## config.mk

```make
export PLATFORM = sky130hd
export DESIGN_NAME = mp2_cfg_check
export DESIGN_NICKNAME = d
export VERILOG_FILES = /design/src/rtl/mp2_pkg.sv /design/src/rtl/mp2_cfg_check.sv
export SDC_FILE = /design/constraint.sdc
export NUM_CORES = 1
export LEC_CHECK = 0
export ABC_AREA = 1
export BUFFER_PORTS_ARGS = -buffer_cell sky130_fd_sc_hd__buf_2
export CORE_MARGIN = 1
export CORE_UTILIZATION = 41
export DETAILED_ROUTE_END_ITERATION = 8
export HOLD_SLACK_MARGIN = 0.06
export SLEW_MARGIN = 20
export SYNTH_ARGS = -nofsm -noshare
export SYNTH_HDL_FRONTEND = slang
export SYNTH_SLANG_ARGS = --single-unit
```

## constraint.sdc

```tcl
create_clock -name clk -period 1.8 [get_ports clk]
set_clock_uncertainty 0.2 [all_clocks]
set_input_delay 0.18 -clock clk [delete_from_list [all_inputs] [get_ports clk]]
set_output_delay 0.18 -clock clk [all_outputs]
set_load 0.05 [all_outputs]
```

## src/rtl/mp2_pkg.sv

```systemverilog
// mp2_pkg: shared types and constants of the streaming 2-d max pooling block
// no dependencies; imported by the checker, the line memory and the top level
package mp2_pkg;

  localparam int POOLED_BITS  = 16;
  localparam int KERNEL_BITS  = 4;
  localparam int DIM_BITS     = 11;
  localparam int ROW_BITS     = 10;
  localparam int MAX_HEIGHT   = 1024;
  localparam int STEP_BITS    = 4;
  localparam int CFG_IDX_BITS = 2;

  // register indexes of the configuration port
  localparam logic [CFG_IDX_BITS-1:0] CFG_KERNEL = 2'd0;
  localparam logic [CFG_IDX_BITS-1:0] CFG_STRIDE = 2'd1;
  localparam logic [CFG_IDX_BITS-1:0] CFG_WIDTH  = 2'd2;
  localparam logic [CFG_IDX_BITS-1:0] CFG_HEIGHT = 2'd3;

  // values after reset
  localparam logic [KERNEL_BITS-1:0] KERNEL_RST = 4'd2;
  localparam logic [KERNEL_BITS-1:0] STRIDE_RST = 4'd2;
  localparam logic [DIM_BITS-1:0]    WIDTH_RST  = 11'd32;
  localparam logic [DIM_BITS-1:0]    HEIGHT_RST = 11'd32;

  typedef enum logic [1:0] {
    S_IDLE,
    S_READ,
    S_POOL,
    S_ERR
  } pool_state_t;

  typedef enum logic [1:0] {
    CK_IDLE,
    CK_LOAD,
    CK_RUN
  } check_state_t;

  typedef struct packed {
    logic busy;
    logic ok;
  } check_status_t;

endpackage

```

## src/rtl/mp2_cfg_check.sv

```systemverilog
// mp2_cfg_check: checks a new configuration, range tests plus bit-serial remainders
// depends on mp2_pkg
module mp2_cfg_check import mp2_pkg::*; #(
  parameter int MAX_WIDTH  = 1024,
  parameter int MAX_KERNEL = 8
) (
  input  logic                   clk,
  input  logic                   rst,
  input  logic                   start,
  input  logic [KERNEL_BITS-1:0] win_size,
  input  logic [KERNEL_BITS-1:0] stride,
  input  logic [DIM_BITS-1:0]    image_width,
  input  logic [DIM_BITS-1:0]    image_height,
  output check_status_t          status
);

  check_state_t           state, state_next;
  logic [DIM_BITS-1:0]    dw, dh;
  logic [KERNEL_BITS-1:0] remw, remh, remw_next, remh_next;
  logic [STEP_BITS-1:0]   steps;
  logic                   ok;
  logic                   range_ok;
  logic                   last_step;

  // one restoring division step
  function automatic logic [KERNEL_BITS-1:0] div_step(input logic [KERNEL_BITS-1:0] rem,
                                                      input logic bit_in,
                                                      input logic [KERNEL_BITS-1:0] d);
    logic [KERNEL_BITS:0] sh;
    sh = {rem, bit_in};
    if (sh >= {1'b0, d}) begin
      sh = sh - {1'b0, d};
    end
    return sh[KERNEL_BITS-1:0];
  endfunction

  assign range_ok = (win_size != '0) && (32'(win_size) <= MAX_KERNEL) &&
                    (stride != '0) && (32'(stride) <= MAX_KERNEL) &&
                    (image_width != '0) && (32'(image_width) <= MAX_WIDTH) &&
                    (image_height != '0) && (32'(image_height) <= MAX_HEIGHT) &&
                    (DIM_BITS'(win_size) <= image_width) &&
                    (DIM_BITS'(win_size) <= image_height);

  assign remw_next = div_step(remw, dw[DIM_BITS-1], stride);
  assign remh_next = div_step(remh, dh[DIM_BITS-1], stride);
  assign last_step = (steps == STEP_BITS'(DIM_BITS - 1));

  always_comb begin
    state_next = state;
    case (state)
      CK_IDLE: state_next = CK_IDLE;
      CK_LOAD: state_next = CK_RUN;
      CK_RUN:  state_next = last_step ? CK_IDLE : CK_RUN;
      default: state_next = CK_IDLE;
    endcase
    if (start) begin
      state_next = CK_LOAD;
    end
  end

  always_ff @(posedge clk) begin
    if (rst) begin
      state <= CK_IDLE;
      ok    <= 1'b1;
    end else begin
      state <= state_next;
      if (state == CK_RUN && last_step && !start) begin
        ok <= range_ok && (remw_next == '0) && (remh_next == '0);
      end
    end
  end

  always_ff @(posedge clk) begin
    if (state == CK_LOAD) begin
      dw    <= image_width - DIM_BITS'(win_size);
      dh    <= image_height - DIM_BITS'(win_size);
      remw  <= '0;
      remh  <= '0;
      steps <= '0;
    end else if (state == CK_RUN) begin
      dw    <= {dw[DIM_BITS-2:0], 1'b0};
      dh    <= {dh[DIM_BITS-2:0], 1'b0};
      remw  <= remw_next;
      remh  <= remh_next;
      steps <= steps + 1'b1;
    end
  end

  assign status.busy = (state != CK_IDLE);
  assign status.ok   = ok;

endmodule

```

# Yosys cells after proc, flatten, opt, wreduce, memory -nomap -nowiden
# Cells that the tools add are included.
# op_classes
n_eq_ne,3
mux,9
addsub,5
n_reduce_logical,23
magnitude_cmp,8
# ops
operator,count
11-bit two-way mux,4
"11-bit <= comparator, second input constant",2
4-bit by 11-bit <= comparator with 1-bit output,2
11-bit nonzero test,2
11-bit by 4-bit subtractor with 11-bit output,2
1-bit logical AND,13
5-bit by 4-bit greater-or-equal comparator with 1-bit output,2
"4-bit <= comparator, second input constant",2
4-bit logical NOT,2
4-bit two-way mux,2
4-bit nonzero test,2
4-bit subtractor,2
"4-bit by 1-bit adder with 4-bit output, second input constant",1
"4-bit == test, second input constant",1
2-bit one-hot mux with 2 select lines,1
2-bit nonzero test,2
"2-bit by 1-bit == test with 1-bit output, second input constant",1
"2-bit == test, second input constant",1
2-bit two-way mux,1
2-bit OR reduction,1
1-bit logical NOT,1
1-bit two-way mux,1
# word_totals
input_bits,33
reg_bits,37

# Logic depth before layout (Yosys ltp)
# Gate-level depths: netlist of the first run.
# depth
word_depth,12
ltp_mapped,15

# Worst setup path before layout of the first run
# Ideal clock, no wire load.
# synth_timing
path_kind,input to register
start,input image_width[0]
end,register dw[8] (data pin)
path_stages,10
setup_ps,266
required_time_ps,1334
path_slack_ps,48
arrival_ps,1286
n_path_buf,0
cell_sequence,inv_1 -> ha_1 -> fa_1 -> inv_1 -> nand3_1 -> inv_1 -> nor2_1 -> nand2_1 -> xor2_1 -> o21ai_1
# synth_between
elab_chain_len,2
# synth_lines
element,line_no,rtl
start: declaration,mp2_cfg_check.sv:12,"input logic [DIM_BITS-1:0] image_width,"
11-bit by 4-bit subtractor with 11-bit output,mp2_cfg_check.sv:75,dw <= image_width - DIM_BITS'(win_size);
11-bit two-way mux,mp2_cfg_check.sv:74,if (state == CK_LOAD) begin
end signal: assignment,mp2_cfg_check.sv:75,
end signal: assignment,mp2_cfg_check.sv:81,"dw <= {dw[DIM_BITS-2:0], 1'b0};"
end: declaration,mp2_cfg_check.sv:18,"logic [DIM_BITS-1:0] dw, dh;"
# No other way between the ends.
# A chain may end at the register's enable or synchronous reset.

# Final worst setup path of the first run
# layout_timing
start,register dh[10]
end,register ok
# layout_between
elab_chain_len,4
# layout_lines
element,line_no,rtl
start: declaration,mp2_cfg_check.sv:18,
start signal: assignment,mp2_cfg_check.sv:76,dh <= image_height - DIM_BITS'(win_size);
start signal: assignment,mp2_cfg_check.sv:82,"dh <= {dh[DIM_BITS-2:0], 1'b0};"
4-bit subtractor or 5-bit by 4-bit greater-or-equal comparator with 1-bit output (tied branches),"mp2_cfg_check.sv:32, mp2_cfg_check.sv:31",
4-bit two-way mux *,mp2_cfg_check.sv:31,"if (sh >= {1'b0, d}) begin"
4-bit logical NOT *,mp2_cfg_check.sv:68,ok <= range_ok && (remw_next == '0) && (remh_next == '0);
1-bit logical AND *,mp2_cfg_check.sv:68,
end signal: assignment,mp2_cfg_check.sv:68,
end: declaration,mp2_cfg_check.sv:21,logic ok;
# Every way passes the cells marked *; elsewhere a longest branch is shown, timed or not.

==> results of run 1 <==
[cells in the final DEF (no fill, tap or decap), drive strengths merged]
cell type and n:
a21oi 15, clkbuf 6, or2 1, buf 72, a31oi 8, nor2 60, nand3 25, a21o 2
nor3 6, xnor2 3, ha 21, edfxtp 22, dfxtp 15, nand4 4, xor2 6, dlygate4sd3 3
o21ai 26, nand3b 1, inv 56, nand2 92, fa 4, clkinv 4, and2 1, a211oi 1
[tightest hold or removal path: cells and delay by family]
kind / cells / cell delay, ns
buffers and inverters: 1 / 0.10
and+or+nand+nor: 1 / 0.05
AOI/OAI and AO/OA: 1 / 0.11
[through the flow]
stage / std cells / area (um^2) / setup TNS (ns)
after floorplan: 379 / 2740 / 0
after global placement: 517 / 3260 / -0.841
after detailed placement: 517 / 3260 / -1.10
after CTS: 529 / 3400 / -0.233
after global routing: 531 / 3570 / -0.681
final: 531 / 3570 / -0.173
[area by class of cell]
type | count | area share
Tap cell | 77 | 0.0270
Sequential cell | 37 | 0.269
Clock buffer | 6 | 0.0231
Timing Repair Buffer | 75 | 0.146
Inverter | 58 | 0.0610
Clock inverter | 2 | 0.00245
Multi-Input combinational cell | 276 | 0.471
[cell usage after synthesis, drive strengths merged (2+ instances only)]
master  number  area [um^2]
a21o         2         15.0
a21oi       15         82.6
a31oi        8         50.1
buf          2         11.3
clkbuf       6         22.5
clkinv       2         7.51
dfxtp       15          300
edfxtp      22          661
fa           4         80.1
ha          21          263
inv         56          210
nand2       92          373
nand3       25          125
nand4        4         25.0
nor2        60          250
nor3         6         30.0
o21ai       26          130
xnor2        3         26.3
xor2         6         52.6
[metal layers]
metal / part of all wire / vias up / global-route usage / routed length, um
li1: - / 1369 / - / -
met1: 0.49 / 1140 / 0.247 / 3070
met2: 0.47 / 34 / 0.306 / 2930
met3: 0.029 / 4 / 0.0227 / 183
met4: 0.0050 / 0 / 0.0401 / 31
met5: 0 / - / 0 / 0
[where the power goes]
group	internal [mW]	switching [mW]	total, mW	leakage [nW]
Combinational	0.277	0.340	0.617	1.38
Sequential	0.946	0.0171	0.963	0.329
Clock	0.304	0.289	0.593	0.0486
[path summary, 6_finish.rpt]
path / end / slack, ns
worst max-delay path: ok / -0.1
worst min register to register: steps[3] / 0.26
worst max register to register: ok / -0.1
worst min-delay path: dw[6] / 0.08
[state kept, by name (all words and copies together), names as in the netlist]
signal,count
steps,4
dw,11
state,2
remh,4
remw,4
dh,11
ok,1
[cells by family after synthesis]
family / synth area share
compound gates: 0.104
buf+inv: 0.0917
flops: 0.350
simple gates: 0.300
xor+xnor: 0.0287
fa+ha+maj: 0.125
[repair_timing]
action                                 CTS  global route
hold buffers                             3             0
buffers inserted                         1             2
endpoints found under the hold margin    3             0
pin swaps                                5            17
setup endpoints to repair                5             9
gates cloned                             0             0
resized for setup                        8            40
==> impl_metrics.py, run 1 <==
metrics = {
    "yosys": {
        "synth_edf_count": 22,
        "synthArstFlopShare": 0,
        "ys_types": 31,
        "ys_ff_latch": 37,
        "postSynthCellCount": 379,
        "seq_area_frac_synth": 0.350,
        "netlist_area_um2": 2740,
        "synthesis.nets": 437,
        "synthFlopType": "edfxtp_1",
        "syn_avg_cell_area_um2": 7.24,
        "synth_warnings": 0,
    },
    "place": {
        "port_buffers": 34,
        "place_hpwl_um": 4840,
        "place.gp.congestion": 0.842,
        "dp_slack_ns": -0.136,
    },
    "critical_path": {
        "cp-end-kind": "flip-flop",
        "slowest_stage": "fa_2",
        "arrival_ns": 1.93,
        "max_stage_delay_ns": 0.51,
        "cp_max_fo": 2,
        "crit_chain": "inv_2 > ha_4 > fa_2 > inv_1 > nand2_2 > nand2_2 > nor2_1 > nand2_1 > nor2_1 > nand2_1 > nand2_1",
        "crit_family": "adder cells",
        "critical_path_buf_inv_count": 2,
        "crit_top_cell": "nand2_1",
        "crit_cells": 11,
        "crit_start": "dh[10]",
        "start_kind": "flip-flop",
        "r2r_start": "dh[10]",
        "crit_required_ns": 1.83,
        "worst-setup-path-type": "flip-flop to flip-flop",
        "worst-r2r-cell-count": 11,
    },
    "clock_tree": {
        "cts_tree": "built",
        "insertion_delay_ns": 0.28,
        "ctsLongestPathBuffers": 2,
        "htree_levels": 2,
        "clk_pin_slew_worst_paths_ns": 0.08,
        "cts_made_buffers": 5,
        "cts_root_buf": "clkbuf_8",
        "clock-sinks": 37,
    },
    "grt": {
        "grt_pass1_wl_um": 10400,
        "grt_pass1_vias": 2338,
        "grt_max_degree": 26,
        "grt-ovfl-total": 0,
        "antenna_found_initial": 0,
        "grtUsageTotal": 0.181,
    },
    "die": {
        "die_area_um2": 7020,
        "coreArea_um2": 6390,
        "die_x_um": 83.8,
        "num_rows": 29,
        "io_pins": 35,
        "start_util": 0.429,
        "die_h_um": 83.8,
    },
    "hold_path": {
        "min_from": "image_width[6]",
        "min_path_cells": 3,
        "hp-class": "input port to flip-flop",
    },
    "power": {
        "power_density_nw_per_um2": 609,
        "p_total_mw": 2.17,
        "leakage_nw": 1.76,
        "vdd_ir_drop_max_mv": 0.346,
    },
    "detailed_routing": {
        "drt_iter0_markers": 71,
        "wirelength_um": 6210,
        "vias": 2547,
        "drt-vias-per-instance": 4.80,
        "wire_per_inst_um": 11.7,
        "ant_nets": 0,
        "drc": 0,
        "drt_pass1_iterations": 4,
    },
    "cells_and_area": {
        "nets": 511,
        "multiInputGateArea_um2": 1680,
        "utilization": 0.559,
        "n_fill_cell": 590,
        "regArea_um2": 961,
        "drive_gt1_frac": 0.286,
        "diodes": 0,
        "area_delta_synth_final_pct": 30.2,
    },
    "run_status": {
        "failed_checks": "setup timing",
        "status": "finished, violations left",
    },
    "sta": {
        "min_period_ns": 1.90,
        "fin_ws_ns": -0.0996,
        "final-max-slew-violation-count": 0,
        "hold_violations": 0,
        "slew_headroom": 0.805,
        "period_share": 1.06,
        "worst_pin_slew_ns": 0.292,
        "setup_violations": 2,
        "fin_hold_ws_ns": 0.0798,
        "fmax_mhz": 526,
        "rsz0062_at_grt": "yes",
    },
    "run": {
        "max_cap_violations": 0,
    },
}
(Power assumes the default switching activity.)
==> inputs of run 2 (changes only) <==
--- a/config.mk
+++ b/config.mk
@@ -9,6 +9,7 @@
 export BUFFER_PORTS_ARGS = -buffer_cell sky130_fd_sc_hd__buf_2
 export CORE_MARGIN = 1
 export CORE_UTILIZATION = 41
+export CTS_BUF_LIST = sky130_fd_sc_hd__clkbuf_4
 export DETAILED_ROUTE_END_ITERATION = 8
 export HOLD_SLACK_MARGIN = 0.06
 export SLEW_MARGIN = 20
==> run 2 against run 1 <==
The flow still finishes with violations (setup timing). Maximum frequency is 0.41% lower. First-iteration DRC count increased by 32%. Register-to-register slack barely moved. Critical path depth stayed put. Worst setup slack got worse by 0.0079 ns. Critical path type unchanged. Global-route usage grew 0.91 points. Largest power group unchanged. Sequential share of layout area fell by 0.36 points. Die area is the same.
==> impl_metrics.py, run 2 (synthesis results as in run 1) <==
metrics = {
    "hold_path": {
        "min_path_cells": 3,
        "hp-class": "input port to flip-flop",
        "min_to": "dw[9]",
        "min_from": "image_width[9]",
    },
    "detailed_routing": {
        "drc": 0,
        "drt_iter0_markers": 94,
        "vias": 2594,
        "wire_per_inst_um": 11.9,
        "drt-vias-per-instance": 4.79,
        "wirelength_um": 6420,
        "ant_nets": 0,
        "drt_pass1_iterations": 4,
    },
    "critical_path": {
        "slowest_stage": "fa_2",
        "max_stage_delay_ns": 0.51,
        "arrival_ns": 2.00,
        "r2r-end": "ok",
        "cp_max_fo": 2,
        "worst-r2r-cell-count": 11,
        "start_kind": "flip-flop",
        "crit_top_cell": "nand2_1",
        "cp-end-kind": "flip-flop",
        "crit_chain": "inv_2 > ha_4 > fa_2 > inv_1 > nand2_2 > nand2_2 > nor2_1 > nand2_1 > nor2_1 > nand2_1 > nand2_1",
        "crit_required_ns": 1.89,
        "rrSetupSlack_ns": -0.11,
        "r2r_start": "dh[10]",
        "worst-setup-path-type": "flip-flop to flip-flop",
    },
    "clock_tree": {
        "clk_pin_slew_worst_paths_ns": 0.12,
        "htree_levels": 2,
        "cts_tree": "built",
        "cts_root_buf": "clkbuf_4",
        "insertion_delay_ns": 0.34,
        "clock-sinks": 37,
        "ctsLongestPathBuffers": 2,
        "cts_made_buffers": 5,
    },
    "power": {
        "leakage_nw": 1.78,
        "p_total_mw": 2.02,
        "power_density_nw_per_um2": 558,
        "vdd_ir_drop_max_mv": 0.279,
    },
    "grt": {
        "grt_max_degree": 26,
        "antenna_found_initial": 0,
        "grt_pass1_wl_um": 10800,
        "grt_pass1_vias": 2426,
        "grt-ovfl-total": 0,
        "grtUsageTotal": 0.190,
    },
    "sta": {
        "final-max-slew-violation-count": 0,
        "min_period_ns": 1.91,
        "period_share": 1.06,
        "worst_pin_slew_ns": 0.295,
        "hold_violations": 0,
        "fmax_mhz": 524,
        "rsz0062_at_grt": "yes",
        "slew_headroom": 0.803,
        "fin_ws_ns": -0.108,
        "setup_violations": 2,
    },
    "cells_and_area": {
        "final_cell_mix": "71 x nand2_1, 53 x nor2_1, 49 x inv_1",
        "drive_gt1_frac": 0.278,
        "fin_cells": 541,
        "final_common_cell": "nand2_1",
        "nets": 521,
        "area_delta_synth_final_pct": 32.0,
        "reg_top3": "dh: 11 flops, dw: 11 flops",
        "diodes": 0,
    },
    "die": {
        "die_area_um2": 7020,
        "die_h_um": 83.8,
        "coreArea_um2": 6390,
        "start_util": 0.429,
        "die_x_um": 83.8,
        "num_rows": 29,
        "io_pins": 35,
    },
    "place": {
        "port_buffers": 34,
        "place_hpwl_um": 4840,
        "post-place-cells": 517,
        "place.gp.congestion": 0.842,
    },
    "run_status": {
        "failed_checks": "setup timing",
        "status": "finished, violations left",
    },
    "run": {
        "max_cap_violations": 0,
    },
}
run 2: changes by cell type in the layout (fill, tap and decap cells not counted), sizes merged:
cell,change
dlygate4sd3,+10
clkinv,+1
clkbuf,-1
run 2: metrics by stage:
stage	setup TNS (ns)	hold WS, ns	worst slack [ns]	area [um^2]	util
after floorplan	0	0.0524	0.0483	2740	-
after global placement	-0.841	0.218	-0.110	3260	0.511
after detailed placement	-1.10	0.216	-0.136	3260	0.511
after CTS	-0.218	0.0733	-0.113	3470	0.544
after global routing	-0.848	0.0779	-0.239	3620	0.567
final	-0.211	0.0746	-0.108	3620	0.567
run 2: how the worst max path moves through the flow:
stage / from / endpoint / slack, ns / cells past startpoint
floorplan: image_width[0] / dw[8] / 0.05 / 10
global placement: win_size[0] / dh[8] / -0.11 / 9
detailed placement: win_size[0] / dh[8] / -0.14 / 9
CTS: dh[10] / ok / -0.11 / 11
global route: remh[1] / ok / -0.24 / 12
finish: dh[10] / ok / -0.11 / 11
run 2: area by class of cell:
class	count	area, um^2
clock buffers	5	37.5
clock inverters	3	12.5
fillers	584	2770
inverters	58	218
multi-input cells	276	1680
flip-flops and latches	37	961
well taps	77	96.3
repair buffers	85	618
run 2: what timing repair did:
item / CTS / global route
setup endpoints to repair: 5 / 10
pin swaps: 5 / 16
setup buffers: 1 / 2
hold endpoints to repair: 13 / 0
resized for setup: 10 / 37
hold buffers: 13 / 0
run 2: critical path, delay by kind of cell, from the launching register on:
kind | cells | cell delay (ns)
adder cells (fa/ha/maj) | 2 | 0.67
AND/OR/NAND/NOR | 7 | 0.48
flip-flops | 1 | 0.41
buffers and inverters | 2 | 0.11
run 2: metal layers:
metal,global-route usage,share of wire,vias to the layer above
li1,-,-,1393
met1,0.251,0.48,1132
met2,0.324,0.47,62
met3,0.0277,0.046,7
met4,0.0508,0.010,0
met5,0,0,-
run 2: power breakdown:
group | switching [mW] | internal [mW] | leakage [nW]
clock | 0.283 | 0.142 | 0.0300
combinational | 0.344 | 0.288 | 1.42
sequential | 0.0168 | 0.946 | 0.329
